### src/rtl/fsds_pkg.sv
// Shared types and fixed field widths for the data stack core.
package fsds_pkg;

  localparam int unsigned ModeW   = 3;
  localparam int unsigned ValueW  = 32;
  localparam int unsigned PeekW   = 4;
  localparam int unsigned DepthOW = 5;
  localparam int unsigned StatusW = 2;

  typedef enum logic [ModeW-1:0] {
    OP_PUSH    = 3'd0,
    OP_DISCARD = 3'd1,
    OP_SWAP    = 3'd2,
    OP_OVER    = 3'd3,
    OP_ROT     = 3'd4,
    OP_MAX     = 3'd5,
    OP_MIN     = 3'd6
  } op_e;

  typedef enum logic [StatusW-1:0] {
    ST_OK        = 2'd0,
    ST_UNDERFLOW = 2'd1,
    ST_OVERFLOW  = 2'd2
  } status_e;

endpackage

### src/rtl/forth_style_data_stack_core.sv
// Bounded LIFO data stack of signed words, one operation per transaction.
// Takes one transaction per clock cycle: a transaction is accepted when start is high and busy
// is low, and its result appears on the result ports in the next cycle for exactly one cycle,
// marked by done_o. Busy is high during reset and until ready_q is set once reset is released.
// The top three elements live in registers and the rest in a single-write memory. Push, over
// and the pops (discard, max, min) move one word between the register window and the memory.
// Rejected operations (status underflow or overflow) leave the stack unchanged.
module forth_style_data_stack_core #(
  parameter int unsigned STACK_DEPTH = 16,
  parameter int unsigned DATA_WIDTH  = 32
) (
  input  logic                                clk_i,
  input  logic                                rst_ni,
  input  logic                                start,
  output logic                                busy,
  input  logic [fsds_pkg::ModeW-1:0]          mode_i,
  input  logic signed [fsds_pkg::ValueW-1:0]  push_value_i,
  input  logic [fsds_pkg::PeekW-1:0]          peek_position_i,
  output logic                                done_o,
  output logic signed [fsds_pkg::ValueW-1:0]  top_value_o,
  output logic signed [fsds_pkg::ValueW-1:0]  peek_value_o,
  output logic [fsds_pkg::DepthOW-1:0]        stack_depth_o,
  output logic [fsds_pkg::StatusW-1:0]        status_o
);
  import fsds_pkg::*;

  localparam int unsigned DCW = $clog2(STACK_DEPTH + 1);
  localparam int unsigned AW  = $clog2(STACK_DEPTH);
  localparam int unsigned CW  = (DCW > PeekW) ? DCW : PeekW;
  localparam logic [DCW-1:0] Full = DCW'(STACK_DEPTH);

  logic                  ready_q, valid_q;
  logic [DCW-1:0]        depth_q, depth_d;
  status_e               status_q, status_d;
  logic [DATA_WIDTH-1:0] r0_q, r1_q, r2_q, r0_d, r1_d, r2_d;
  logic [PeekW-1:0]      peek_q;
  logic [DATA_WIDTH-1:0] stack_mem_q [STACK_DEPTH];
  logic [DATA_WIDTH-1:0] fill_q, peek_mem_q;

  logic                  accept;
  op_e                   op;
  logic [DATA_WIDTH-1:0] push_word, best;
  logic                  a_big, spill_en;
  logic [AW-1:0]         spill_addr, fill_addr, peek_addr;
  logic [CW-1:0]         depth_ext, peek_ext;

  assign busy      = ~ready_q;
  assign accept    = start & ready_q;
  assign op        = op_e'(mode_i);
  assign push_word = DATA_WIDTH'(push_value_i);
  assign a_big     = $signed(r0_q) > $signed(r1_q);
  assign best      = ((op == OP_MAX) == a_big) ? r0_q : r1_q;

  always_comb begin
    depth_d    = depth_q;
    status_d   = ST_OK;
    r0_d       = r0_q;
    r1_d       = r1_q;
    r2_d       = r2_q;
    spill_en   = 1'b0;
    if (accept) begin
      unique case (op)
        OP_PUSH: begin
          if (depth_q == Full) begin
            status_d = ST_OVERFLOW;
          end else begin
            r0_d     = push_word;
            r1_d     = r0_q;
            r2_d     = r1_q;
            spill_en = depth_q >= DCW'(3);
            depth_d  = depth_q + DCW'(1);
          end
        end
        OP_DISCARD: begin
          if (depth_q < DCW'(1)) begin
            status_d = ST_UNDERFLOW;
          end else begin
            r0_d    = r1_q;
            r1_d    = r2_q;
            r2_d    = fill_q;
            depth_d = depth_q - DCW'(1);
          end
        end
        OP_SWAP: begin
          if (depth_q < DCW'(2)) begin
            status_d = ST_UNDERFLOW;
          end else begin
            r0_d = r1_q;
            r1_d = r0_q;
          end
        end
        OP_OVER: begin
          if (depth_q < DCW'(2)) begin
            status_d = ST_UNDERFLOW;
          end else if (depth_q == Full) begin
            status_d = ST_OVERFLOW;
          end else begin
            r0_d     = r1_q;
            r1_d     = r0_q;
            r2_d     = r1_q;
            spill_en = depth_q >= DCW'(3);
            depth_d  = depth_q + DCW'(1);
          end
        end
        OP_ROT: begin
          if (depth_q < DCW'(3)) begin
            status_d = ST_UNDERFLOW;
          end else begin
            r0_d = r2_q;
            r1_d = r0_q;
            r2_d = r1_q;
          end
        end
        OP_MAX, OP_MIN: begin
          if (depth_q < DCW'(2)) begin
            status_d = ST_UNDERFLOW;
          end else begin
            r0_d    = best;
            r1_d    = r2_q;
            r2_d    = fill_q;
            depth_d = depth_q - DCW'(1);
          end
        end
        default: begin
        end
      endcase
    end
  end

  // Entry i of the stack sits at memory address i while it is below the register window.
  assign depth_ext  = CW'(depth_d);
  assign peek_ext   = CW'(peek_position_i);
  assign spill_addr = AW'(depth_q - DCW'(3));
  assign fill_addr  = AW'(depth_ext - CW'(4));
  assign peek_addr  = AW'(depth_ext - CW'(1) - peek_ext);

  // Read ports forward the spill written at the same edge.
  always_ff @(posedge clk_i) begin
    if (spill_en) begin
      stack_mem_q[spill_addr] <= r2_q;
    end
    fill_q     <= (spill_en && spill_addr == fill_addr) ? r2_q : stack_mem_q[fill_addr];
    peek_mem_q <= (spill_en && spill_addr == peek_addr) ? r2_q : stack_mem_q[peek_addr];
  end

  always_ff @(posedge clk_i) begin
    r0_q <= r0_d;
    r1_q <= r1_d;
    r2_q <= r2_d;
    if (accept) begin
      peek_q <= peek_position_i;
    end
  end

  always_ff @(posedge clk_i or negedge rst_ni) begin
    if (!rst_ni) begin
      ready_q  <= 1'b0;
      valid_q  <= 1'b0;
      depth_q  <= '0;
      status_q <= ST_OK;
    end else begin
      ready_q  <= 1'b1;
      valid_q  <= accept;
      depth_q  <= depth_d;
      status_q <= status_d;
    end
  end

  logic [DATA_WIDTH-1:0] peek_word;

  always_comb begin
    priority if (CW'(peek_q) >= CW'(depth_q)) begin
      peek_word = '0;
    end else if (peek_q == PeekW'(0)) begin
      peek_word = r0_q;
    end else if (peek_q == PeekW'(1)) begin
      peek_word = r1_q;
    end else if (peek_q == PeekW'(2)) begin
      peek_word = r2_q;
    end else begin
      peek_word = peek_mem_q;
    end
  end

  assign done_o        = valid_q;
  assign top_value_o   = (depth_q == '0) ? '0 : ValueW'(r0_q);
  assign peek_value_o  = ValueW'(peek_word);
  assign stack_depth_o = DepthOW'(depth_q);
  assign status_o      = status_q;

  a_result_follows: assert property (@(posedge clk_i) disable iff (!rst_ni)
    (start && !busy) |=> done_o)
    else $error("accepted transaction produced no result");

  a_depth_bound: assert property (@(posedge clk_i) disable iff (!rst_ni)
    depth_q <= Full)
    else $error("stack depth beyond capacity");

  a_reject_holds_depth: assert property (@(posedge clk_i) disable iff (!rst_ni)
    (done_o && status_q != ST_OK) |-> depth_q == $past(depth_q))
    else $error("rejected operation changed depth");

  a_overflow_when_full: assert property (@(posedge clk_i) disable iff (!rst_ni)
    (done_o && status_q == ST_OVERFLOW) |-> $past(depth_q) == Full)
    else $error("overflow reported below capacity");

  a_underflow_when_low: assert property (@(posedge clk_i) disable iff (!rst_ni)
    (done_o && status_q == ST_UNDERFLOW) |-> $past(depth_q) < DCW'(3))
    else $error("underflow reported with three or more elements");

endmodule

### config.mk
export PLATFORM = sky130hd
export DESIGN_NAME = forth_style_data_stack_core
export DESIGN_NICKNAME = d
export VERILOG_FILES = /design/src/rtl/fsds_pkg.sv /design/src/rtl/forth_style_data_stack_core.sv
export SDC_FILE = /design/constraint.sdc
export NUM_CORES = 1
export LEC_CHECK = 0
export ABC_AREA = 0
export CORE_ASPECT_RATIO = 1.2
export CORE_MARGIN = 1
export CORE_UTILIZATION = 35
export CTS_CLUSTER_DIAMETER = 200
export DETAILED_ROUTE_END_ITERATION = 16
export DONT_BUFFER_PORTS = 1
export GPL_TIMING_DRIVEN = 0
export MAX_ROUTING_LAYER = met4
export PLACE_DENSITY = 0.51
export SLEW_MARGIN = 10
export SYNTH_ARGS = -nofsm -noshare
export SYNTH_HDL_FRONTEND = slang
export SYNTH_SLANG_ARGS = --single-unit
export TNS_END_PERCENT = 50
### constraint.sdc
create_clock -name clk_i -period 4.2 [get_ports clk_i]
set_clock_uncertainty 0.05 [all_clocks]
set_input_delay 0.63 -clock clk_i [delete_from_list [all_inputs] [get_ports clk_i]]
set_output_delay 0.63 -clock clk_i [all_outputs]
set_load 0.02 [all_outputs]
Word-level counts from Yosys, hierarchy flattened. Memory sizes are Yosys's and may differ from the RTL's. A register that Yosys moved wholly into a read port is not among the register bits. Cells that the tools add are included.

Bits in registers: 109. Bits in writable memories: 512. Bits of input ports: 42. Output and inout bits: 73. Word-level logic and storage cells: 97. Memories kept: 1.

Memories: stack_mem_q (words 16, width 32, read ports 2, clocked after memory_dff 2, write ports 1, line forth_style_data_stack_core.sv:37) `logic [DATA_WIDTH-1:0] stack_mem_q [STACK_DEPTH];`.

$add $sub $neg: 6. Order comparisons: 6. Eq/ne operators: 18. Mux-type cells: 46. Bitwise operators: 2. Reductions and logical operators: 10.

Operators by type and width (count): $mux W32 (24); $pmux W32 S6 (2); $pmux W32 S5 (1); $gt A32 B32 Y1 (1); $mux W5 (5); $pmux W5 S4 (1); $ne A2 B2 Y1 const B (8); $lt A5 B2 Y1 const B (2); $pmux W2 S5 (1); $reduce_and A10 Y1 (1); $eq A3 B3 Y1 const B (3); $mux W1 (8); $reduce_and A7 Y1 (1); $eq A3 B2 Y1 const B (2); $mux W2 (3); $reduce_and A6 Y1 (1); $reduce_bool A6 Y1 (1); $add A5 B1 Y5 const B (1); $eq A5 B5 Y1 const B (1); $ge A4 B5 Y1 (1); $ge A5 B2 Y1 const B (1); $logic_not A5 Y1 (1); $lt A5 B1 Y1 const B (1); $reduce_bool A5 Y1 (1); other kinds (16) (16).

Longest topological paths before layout.
Depth in word-level cells: 7. Gate-level depth with buffers: 13.

Least setup slack after synthesis. OpenSTA, ideal clock, no wires.

Kind: register to register. Start point: reg depth_q[0], in the netlist stack_depth_o[0]. End point: mem stack_mem_q[13][0], enable pin. Arrival: 3.349 ns. Required time: 3.729 ns. Path slack: 0.380 ns. Cell stages (with the launch flop): 9. Clock period less this slack: 3.820 ns. Path through: dfrtp_1 > clkbuf_1 > inv_1 > ha_1 > nand3_1 > nand3b_1 > a311oi_1 > nand2_1 > nor2_1.

Longest elaborated chain between the ends: 7. Elaborated cells between the ends (all ways): 10. Classes of those cells: 1 x add/sub; 2 x order compare; 1 x eq/ne; 6 x mux.

RTL lines: start, declared (line forth_style_data_stack_core.sv:33) `logic [DCW-1:0] depth_q, depth_d;`; start signal, assigned (line forth_style_data_stack_core.sv:164) `depth_q <= depth_d;`; $ge A5 B2 Y1 / $eq A5 B5 Y1 (equally long branches); $mux W1 (line forth_style_data_stack_core.sv:64, forth_style_data_stack_core.sv:95); $mux W1 (line forth_style_data_stack_core.sv:93) `if (depth_q < DCW'(2)) begin`; $pmux W1 S2 (line forth_style_data_stack_core.sv:62) `unique case (op)`; $mux W1 (line forth_style_data_stack_core.sv:61) `if (accept) begin`; $mux W1 (line forth_style_data_stack_core.sv:139) `if (spill_en) begin`; $mux W1 (not written as such) (line forth_style_data_stack_core.sv:140) `stack_mem_q[spill_addr] <= r2_q;`; end, declared (line forth_style_data_stack_core.sv:37).

Several ways; a longest one is shown, not always the timed one.

Worst setup path in the final report.
Start point: reg depth_q[0], in the netlist stack_depth_o[0]. End point: out top_value_o[4] in the netlist's numbering.

Longest elaborated chain between the ends: 2.

RTL lines: $logic_not A5 Y1 (line forth_style_data_stack_core.sv:186) `assign top_value_o = (depth_q == '0) ? '0 : ValueW'(r0_q);`; $mux W32 (line forth_style_data_stack_core.sv:186); end, declared (line forth_style_data_stack_core.sv:20) `output logic signed [fsds_pkg::ValueW-1:0] top_value_o,`.

No other way between the ends.

==> out/results.ini <==
[logic_synthesis]
yosys-top-cells-count = 612 x edfxtp_1, 233 x mux4_2, 125 x nand2_1
yosys.area.top_type = edfxtp_1
synth_top_family_by_area = multiplexers
synth_edf_count = 612
synth.area.top_cells = edfxtp_1 58%, mux4_2 17%, mux4_1 7.2%, mux2i_1 2.0%, ha_1 1.8%
synth_seq_cells = 629
ys_warn_count = 0
ys.flop_type = edfxtp_1
synth_cells = 1809
synth_mux_area_frac = 0.269
synth_fa_ha_area_frac = 0.0184
ys_seq_area_frac = 0.591
synth.distinct_cells = 64
yosysMostFrequentCell = edfxtp_1
syn_area_mm2 = 0.0317
netlist.area_leader.share = 0.579
synth-async-reset-ratio = 0.0143
syn_area_per_cell_um2 = 17.5
yosys.area_share.simple = 0.0444
synth-xor-area-share = 0.00166
synth_compound_area_frac = 0.0477
synth.net_count = 1897

[setup_path]
ff2ff_setup_slack_ns = 0.16
critPathLaunchType = register
path_cells = clkbuf_1 > inv_1 > ha_1 > and2_1 > clkbuf_1 > nor2b_1
crit_required_ns = 3.52
cp_slowest_cell = nor2b_1
r2r_end = r0_q[18]
critPathTopFamily = simple AND/OR/NAND/NOR gates
rr_worst_depth = 9
crit_type = reg2out
reg2reg_from = stack_depth_o[0]
path_common_cell = clkbuf_1
arrival_ns = 3.45
crit_buf_inv = 3
crit_path_end_kind = output pin
path_max_fanout = 10
cpPeakStageDelay_ns = 0.77

[timing]
finalCritPeriodShare = 0.982
max_freq_ghz = 0.242
tightest_slew_ns = 1.28
slew-limit-headroom = 0.150
setup-violations-final = 0
hold_violations = 0
drv_slew = 0
fin_setup_tns_ns = 0
finalCriticalPeriod_ns = 4.13
rsz0062_at_grt = no

[power]
combPwrFrac = 0.430
clkPwrFrac = 0.250
p_int_uw = 15200
netSwitchingPower_uw = 9060
p_leak_uw = 0.0119
p_seq_frac = 0.320
switching_share = 0.374
peakVddDrop_mv = 0.303
finalPower_uw = 24200
p_per_area_mw_per_mm2 = 654

[worst_hold_path]
min_path_cells = 0
hp-class = in2reg
min_from = peek_position_i[3]
whs_endpoint = peek_q[3]

[drt]
ant_nets = 0
drc = 0
dr.pass1.iters = 5
wire_per_inst_um = 36.8
routed_wl_um = 116000
vias = 19700
drt_iter0_markers = 2412
vias_per_cell = 6.28

[clock_tree]
numCtsBuffers = 68
cts_tree = yes
clock-root-buffer = clkbuf_16
insertion_delay_ns = 0.63
htree_levels = 3
path_clk_slew_ns = 0.07
cts.sinks = 629
clock_path_buffers = 3

[floorplan]
die-area_mm2 = 0.0919
ioPinCount = 115
coreArea_mm2 = 0.0895
start_util = 0.355
die_h_um = 332
rows = 120
dieWidth_um = 277

[place]
port_buffers = 0
gp_congestion = 0.907
dpl.hpwl_um = 79000

[cells_and_area]
drive_gt1_frac = 0.272
nets = 2013
syn_to_final_growth_pct = 16.8
nFillCells = 7899

[grt]
grt_pass1_vias = 20300
antenna_found_initial = 6
grt_use_total = 0.260
grt_max_degree = 22
grt_pass1_wl_um = 160000
overflow = 0

[outcome]
status = complete, no violations

[flow_run]
cap_violations = 0

==> cell families (layout without fill, tap and decap cells) <==
group,Yosys count,in the layout
DFF,629,629
muxes,416,416
and+or+nand+nor,293,293
AOI/OAI and AO/OA,232,232
buffers and inverters,186,353
adders and majority gates,46,46
xor gates and xnor gates,6,6
other,1,10
==> flip-flops by register name (all words and copies together), names as in the netlist, named ones only <==
name,cells
r2_q,32
done_o,1
stack_mem_q,512
r1_q,32
ready_q,1
r0_q,32
status_o,2
peek_q,4
stack_depth_o,5
==> cell usage in the layout, fill, tap and decap left out, types with 6 or more instances in the layout <==
master     count
nor2_4        17
a211oi_4      29
nand2b_1       6
dfrtp_1        6
clkinv_2      10
buf_12        15
mux2_2        31
edfxtp_1     612
inv_1         49
xnor2_1        6
o211ai_1      28
diode_2        9
buf_2         33
clkbuf_2       9
a31oi_1        6
mux4_1        87
o21ai_0       71
buf_6         11
bufinv_16      6
ha_1          45
clkbuf_16     75
buf_16        26
o21ai_1        6
a211oi_1      34
nor2b_1       65
nand3_1       34
dfxtp_1        8
o221ai_1       6
nand4_1        7
nand2_1      125
a21oi_1       23
mux4_2       233
buf_4          8
clkbuf_1      76
nor2_1        18
clkinv_1      12
mux2i_1       65
==> what timing repair did <==
item	CTS	global route
endpoints found under the setup margin	52	38
pin swaps	7	2
resized for setup	90	6
hold endpoints to repair	9	0
hold buffers	1	0
setup buffers	6	0
gates cloned	2	0
==> metal layers <==
| metal | track usage | part of all wire | vias to the layer above |
|---|---|---|---|
| met1 | 0.310 | 0.38 | 10600 |
| li1 | - | - | 7801 |
| met3 | 0.0650 | 0.090 | 266 |
| met4 | 0.107 | 0.043 | 0 |
| met2 | 0.419 | 0.49 | 1106 |
| met5 | - | 0 | - |
==> per-stage QoR <==
| step | setup WS [ns] | cells | hold slack, ns | instance area (um^2) | util |
|---|---|---|---|---|---|
| after CTS | 0.0350 | 3135 | 0.0241 | 37000 | 0.414 |
| after global routing | 0.00391 | 3142 | 0.0378 | 37100 | 0.414 |
| after detailed placement | -1.41 | 3005 | 0.285 | 34300 | 0.383 |
| after floorplan | 0.380 | 1809 | 0.284 | 31700 | - |
| after global placement | -3.01 | 2968 | 0.285 | 33200 | 0.371 |
| final | 0.0736 | 3144 | 0.0487 | 37100 | 0.414 |
==> power groups by stage <==
stage	logic [uW]	clock network (uW)	registers (uW)
after floorplan	6470	0	7680
after global placement	9490	0	7850
after detailed placement	9630	0	7860
after CTS	10400	6130	7730
after global routing	10800	6340	7780
final	10400	6050	7750
==> area by class of cell <==
class	instances	area, um^2	area share
timing repair buffer	46	1040	0.0280
inverter	50	188	0.00506
clock inverter	38	362	0.00975
sequential	629	18800	0.506
clock buffer	83	1820	0.0491
antenna	9	22.5	0.000607
buffer	136	817	0.0220
tap	1159	1450	0.0391
multi-input combinational	994	12600	0.340
==> how the worst max path moves through the flow <==
stage | cells past startpoint | to | start | slack, ns
global route | 13 | peek_value_o[29] | peek_q[0] | 0.004
detailed placement | 12 | peek_value_o[4] | peek_q[0] | -1.41
floorplan | 8 | stack_mem_q[13][0] | stack_depth_o[0] | 0.38
finish | 6 | top_value_o[4] | stack_depth_o[0] | 0.07
global placement | 8 | stack_mem_q[1][6] | stack_depth_o[0] | -3.01
CTS | 12 | peek_value_o[4] | peek_q[0] | 0.04
Note: power is estimated with default switching activity, not from simulation.
